<file path="src/sv/double_ended_queue_top_defines.svh">
// Assertion macros shared by the double-ended queue RTL.
// Included by files that carry concurrent assertions; needs clk and rst in scope.
`ifndef DOUBLE_ENDED_QUEUE_TOP_DEFINES_SVH
`define DOUBLE_ENDED_QUEUE_TOP_DEFINES_SVH

// check a condition at every edge outside reset
`define DQ_ASSERT_ALWAYS(lbl, expr, msg) \
  lbl: assert property (@(posedge clk) disable iff (rst) (expr)) else $error(msg);

// check a consequence in the same cycle
`define DQ_ASSERT_IMPL(lbl, ante, cons, msg) \
  lbl: assert property (@(posedge clk) disable iff (rst) (ante) |-> (cons)) else $error(msg);

// check a consequence in the next cycle
`define DQ_ASSERT_NEXT(lbl, ante, cons, msg) \
  lbl: assert property (@(posedge clk) disable iff (rst) (ante) |=> (cons)) else $error(msg);

`endif

</file>
<file path="src/sv/dq_pkg.sv">
// Package for the double-ended queue: operation and status codes, cell and chain types.
// No dependencies; imported by dq_cell, dq_chain, double_ended_queue_top and the testbench.
`timescale 1ns / 1ps

package dq_pkg;

  localparam int VALUE_W    = 32;
  localparam int KIND_W     = 3;
  localparam int STATUS_W   = 2;
  localparam int OUT_DATA_W = 40;
  localparam int OUT_PAD_W  = OUT_DATA_W - VALUE_W - STATUS_W;

  localparam logic [KIND_W-1:0] KIND_PUSH_FRONT = 3'd0;
  localparam logic [KIND_W-1:0] KIND_PUSH_BACK  = 3'd1;
  localparam logic [KIND_W-1:0] KIND_POP_FRONT  = 3'd2;
  localparam logic [KIND_W-1:0] KIND_POP_BACK   = 3'd3;
  localparam logic [KIND_W-1:0] KIND_DUMP       = 3'd4;

  localparam logic [STATUS_W-1:0] STATUS_OK    = 2'd0;
  localparam logic [STATUS_W-1:0] STATUS_EMPTY = 2'd1;
  localparam logic [STATUS_W-1:0] STATUS_FULL  = 2'd2;

  typedef logic signed [VALUE_W-1:0] value_t;

  typedef enum logic [1:0] {
    SHIFT_NONE,
    SHIFT_UP,
    SHIFT_DOWN
  } shift_t;

  typedef enum logic [1:0] {
    SEL_HOLD,
    SEL_LOWER,
    SEL_UPPER,
    SEL_LOAD
  } cell_sel_t;

  typedef struct packed {
    shift_t shift;
    logic   wr_en;
  } chain_ctl_t;

  typedef struct packed {
    logic [STATUS_W-1:0] status;
    logic                last;
    value_t              value;
  } result_t;

endpackage

</file>
<file path="src/sv/dq_cell.sv">
// One storage cell of the queue chain: holds a value or takes a neighbour's or a load value.
// Depends on dq_pkg.
`timescale 1ns / 1ps

module dq_cell (
  input  logic              clk,
  input  dq_pkg::cell_sel_t sel,
  input  dq_pkg::value_t    lower,
  input  dq_pkg::value_t    upper,
  input  dq_pkg::value_t    load,
  output dq_pkg::value_t    q
);
  import dq_pkg::*;

  always_ff @(posedge clk) begin
    case (sel)
      SEL_HOLD:  q <= q;
      SEL_LOWER: q <= lower;
      SEL_UPPER: q <= upper;
      SEL_LOAD:  q <= load;
      default:   q <= q;
    endcase
  end

endmodule

</file>
<file path="src/sv/dq_chain.sv">
// Row of dq_cell instances that shifts up or down by one and loads one cell by position.
// Depends on dq_pkg and dq_cell.
`timescale 1ns / 1ps

module dq_chain #(
  parameter int DEPTH = 64,
  parameter int PW    = $clog2(DEPTH)
) (
  input  logic               clk,
  input  dq_pkg::chain_ctl_t ctl,
  input  logic [PW-1:0]      wr_pos,
  input  dq_pkg::value_t     wr_data,
  output dq_pkg::value_t     head,
  output dq_pkg::value_t     tail
);
  import dq_pkg::*;

  value_t cells [DEPTH];

  for (genvar i = 0; i < DEPTH; i++) begin : g_cell
    localparam int LO = (i == 0) ? 0 : i - 1;
    localparam int HI = (i == DEPTH - 1) ? i : i + 1;

    cell_sel_t sel;

    always_comb begin
      if (ctl.wr_en && wr_pos == PW'(i)) begin
        sel = SEL_LOAD;
      end else begin
        case (ctl.shift)
          SHIFT_UP:   sel = SEL_LOWER;
          SHIFT_DOWN: sel = SEL_UPPER;
          SHIFT_NONE: sel = SEL_HOLD;
          default:    sel = SEL_HOLD;
        endcase
      end
    end

    dq_cell u_cell (
      .clk   (clk),
      .sel   (sel),
      .lower (cells[LO]),
      .upper (cells[HI]),
      .load  (wr_data),
      .q     (cells[i])
    );
  end

  assign head = cells[0];
  assign tail = cells[DEPTH-1];

endmodule

</file>
<file path="config.mk">
export PLATFORM = sky130hd
export DESIGN_NAME = dq_chain
export DESIGN_NICKNAME = d
export VERILOG_FILES = /design/src/sv/double_ended_queue_top_defines.svh /design/src/sv/dq_pkg.sv /design/src/sv/dq_cell.sv /design/src/sv/dq_chain.sv
export SDC_FILE = /design/constraint.sdc
export NUM_CORES = 2
export LEC_CHECK = 0
export ABC_AREA = 0
export BUFFER_PORTS_ARGS = -buffer_cell sky130_fd_sc_hd__buf_2
export CAP_MARGIN = 20
export CORE_AREA = 2 2 477 716
export DETAILED_ROUTE_END_ITERATION = 10
export DIE_AREA = 0 0 479 718
export PLACE_DENSITY = 0.49
export SETUP_SLACK_MARGIN = 0.02
export SYNTH_ARGS = -nofsm -noshare
export SYNTH_HDL_FRONTEND = slang
export SYNTH_SLANG_ARGS = --single-unit
</file>
<file path="constraint.sdc">
create_clock -name clk -period 4.7 [get_ports clk]
set_input_delay 0.94 -clock clk [delete_from_list [all_inputs] [get_ports clk]]
set_output_delay 0.94 -clock clk [all_outputs]
set_load 0.02 [all_outputs]
</file>
==> flow_summary.ini <==
[timing]
clock.fmax_mhz = 337
setup_viol = 0
hold_violations = 0
final_max_slew_viol_count = 0
worstMarginPinSlew_ps = 1060
tns_ps = 0
min_period_over_period_pct = 63.2
max_slew_margin_pct = 28.9
min_period_ps = 2970
rsz0062_at_grt = no
skew_ps = 54.1

[synth]
netlist_area_sq_um = 111000
syn_inst = 7077
synth-seq-cells = 2048
ys_seq_area_share_pct = 55.4
synth.distinct_cells = 26
syn-num-nets = 7119
ys_warn_count = 0
synth_area_per_cell_sq_um = 15.7

[worst_setup_path]
r2r_cells = 2
ff2ff_setup_slack_ps = 3180
crit_path_frequent_cell = nand2_1
critPathBufInv = 2
critPathMaxFanout = 21
required_ps = 5270
critPathCaptureType = register
reg2reg_to = g_cell[31].u_cell.q[21]
slowest_delay_ps = 910
critical_path.top_delay_family = simple AND/OR/NAND/NOR gates
r2r_start = g_cell[32].u_cell.q[21]
crit_chain = buf_2 > nor4b_2 > nand2_1 > nand2_1 > buf_12
critPathLaunch = wr_pos[1]
critPathLaunchType = input port
crit_arrival_ps = 3540
cp-endpoint = g_cell[34].u_cell.q[18]
critPathSlowestCell = nor4b_2
cp.depth = 5
path_class = input port to register

[final_layout]
regMostFlops = g_cell.u_cell.q
largest_reg_flops = 2048
design_area_sq_um = 123000
nets = 6963
largest_registers = g_cell.u_cell.q (2048)
num-fill-cells = 31889
area_growth_pct = 10.8
drive_gt1_share_pct = 60.7

[pwr]
seqPwrFrac_pct = 52.1
p_sw_uw = 12100
clkPwrFrac_pct = 33.4
combPwrFrac_pct = 14.5
p_int_uw = 36800
power_uw = 49000
power_per_cell_area_nw_per_um2 = 398
leakagePower_uw = 0.0426
sw_frac_of_total_pct = 24.8
vdd_drop_max_v = 0.000254

[clock_tree]
cts_sinks = 2048
cts_resized = 0
clk_latency_ps = 890
cts-root-buf = clkbuf_16
htreeDepth = 4
cts-buffers-inserted = 212
clk_pin_slew_ps = 60
postCtsHoldBufs = 0
cts_tree = yes
clockBufferDepth = 4
postCtsSetupRepairBufs = 0

[worst_hold_path]
min_path_type = register to register

[drt]
drt-initial-drc-count = 3253
final_antenna_net_count = 0
routedWlPerCell_um = 25.3
drc = 0
routed_wl_mm = 292
firstDrtPassIters = 5
viasPerCell = 5.00
vias = 57899

[run_status]
outcome = completed

[floorplan]
std_cell_rows = 262
die_y_um = 718
die-area_sq_um = 344000
coreArea_sq_um = 338000
die_w_um = 479
io_pins = 106
initial_core_util_pct = 32.8

[global_route]
top_usage_layer = met2
grt_max_degree = 80
grt_pass1_vias = 60713
grtUsageMet2_pct = 29.8
gr-usage-met1_pct = 20.8
track_usage_pct = 16.7
met3_usage_pct = 1.81
grt_pass1_wl_mm = 438
antenna_found_initial = 19
gr-total-overflow = 0

[run]
max_cap_viol_count = 0

[placement]
finalWeightedCongestion = 0.757
io_buffers = 105
placed_area_sq_um = 117000
dp_hpwl_mm = 207
-- placed cells by master (no fill, tap or decap), types with 4 or more instances in the layout --
master and count:
buf_4 234, buf_2 82, bufinv_16 12, nand2_2 24, mux2_1 229, mux2i_1 96, buf_12 63, o21ai_0 96
mux2_2 3611, clkbuf_1 58, nand3_1 96, nand2_1 96, edfxtp_1 2048, clkinv_2 28, nor4b_2 4, and4b_1 4
diode_2 7, clkbuf_16 215, and4bb_2 6, clkinv_1 52, clkinvlp_4 4
-- Yosys cell counts --
cell type,count,area share [%]
and4b_1,4,0.036
and3b_1,2,0.016
mux2_1,229,2.3
mux2_2,3611,37
buf_1,88,0.30
inv_1,1,0.0034
edfxtp_1,2048,55
and3_1,1,0.0056
nand2_2,12,0.068
and4bb_2,6,0.068
nand3_1,96,0.43
nand2b_1,4,0.023
and2_1,4,0.023
mux2i_1,96,0.87
a21o_1,1,0.0068
and4_1,1,0.0079
nor4b_2,4,0.054
buf_4,88,0.60
xnor2_1,1,0.0079
nor3b_1,1,0.0068
o21ai_0,96,0.43
nand2_1,108,0.37
clkbuf_1,279,0.94
clkbuf_2,2,0.0090
buf_2,293,1.3
nor4_4,1,0.019
-- cell type report --
class                      count  area (sq um)  share of cell area, %
multi-input combinational   4278         46000                   37.4
antenna                        7          17.5                 0.0142
clock buffer                 273          5600                   4.55
timing repair buffer         380          3460                   2.81
inverter                       1          3.75                0.00305
clock inverter                98           743                  0.605
tap                         4488          5620                   4.57
sequential                  2048         61500                   50.0
-- kinds of logic (layout without fill, tap and decap cells) --
kind of cell | count (synthesis) | after routing | synth area share [%]
xor gates and xnor gates | 1 | 1 | 0.00789
and+or+nand+nor | 244 | 244 | 1.12
muxes | 3936 | 3936 | 39.8
DFF | 2048 | 2048 | 55.4
buffers and inverters | 751 | 752 | 3.17
other | 0 | 7 | 0
AOI/OAI and AO/OA | 97 | 97 | 0.440
-- worst min-delay path by stage --
stage / startpoint / end / cells after the start / slack (ps)
2_1_floorplan: g_cell[1].u_cell.q[22] / g_cell[0].u_cell.q[22] / 1 / 530
3_3_place_gp: g_cell[1].u_cell.q[4] / g_cell[0].u_cell.q[4] / 1 / 550
3_5_place_dp: g_cell[1].u_cell.q[23] / g_cell[0].u_cell.q[23] / 1 / 550
4_1_cts: g_cell[1].u_cell.q[14] / g_cell[0].u_cell.q[14] / 1 / 560
5_1_grt: g_cell[1].u_cell.q[14] / g_cell[0].u_cell.q[14] / 1 / 590
6_report: g_cell[1].u_cell.q[14] / g_cell[0].u_cell.q[14] / 1 / 560
-- per-layer routing --
layer / part of all wire, % / vias to the layer above
met5: 0.017 / -
met4: 3.5 / 8
met3: 2.7 / 398
met2: 51 / 783
met1: 43 / 29594
li1: - / 27116
-- power by group through the flow --
stage,Combinational [uW],Sequential [uW],Clock (uW)
floorplan,5800,24600,0
global placement,6900,25900,0
detailed placement,7200,26000,0
CTS,7220,25600,17000
global route,7830,25800,17500
finish,7110,25500,16300
-- per-stage QoR --
step	util [%]	setup WS, ps	hold slack, ps	std cells
after floorplan	-	1640	529	7077
after global placement	34.5	913	546	11194
after detailed placement	34.5	961	547	11195
after CTS	36.4	1870	556	11566
after global routing	36.4	1730	589	11568
final	36.4	1730	558	11573
No activity file was read; power rests on OpenSTA's default activity.
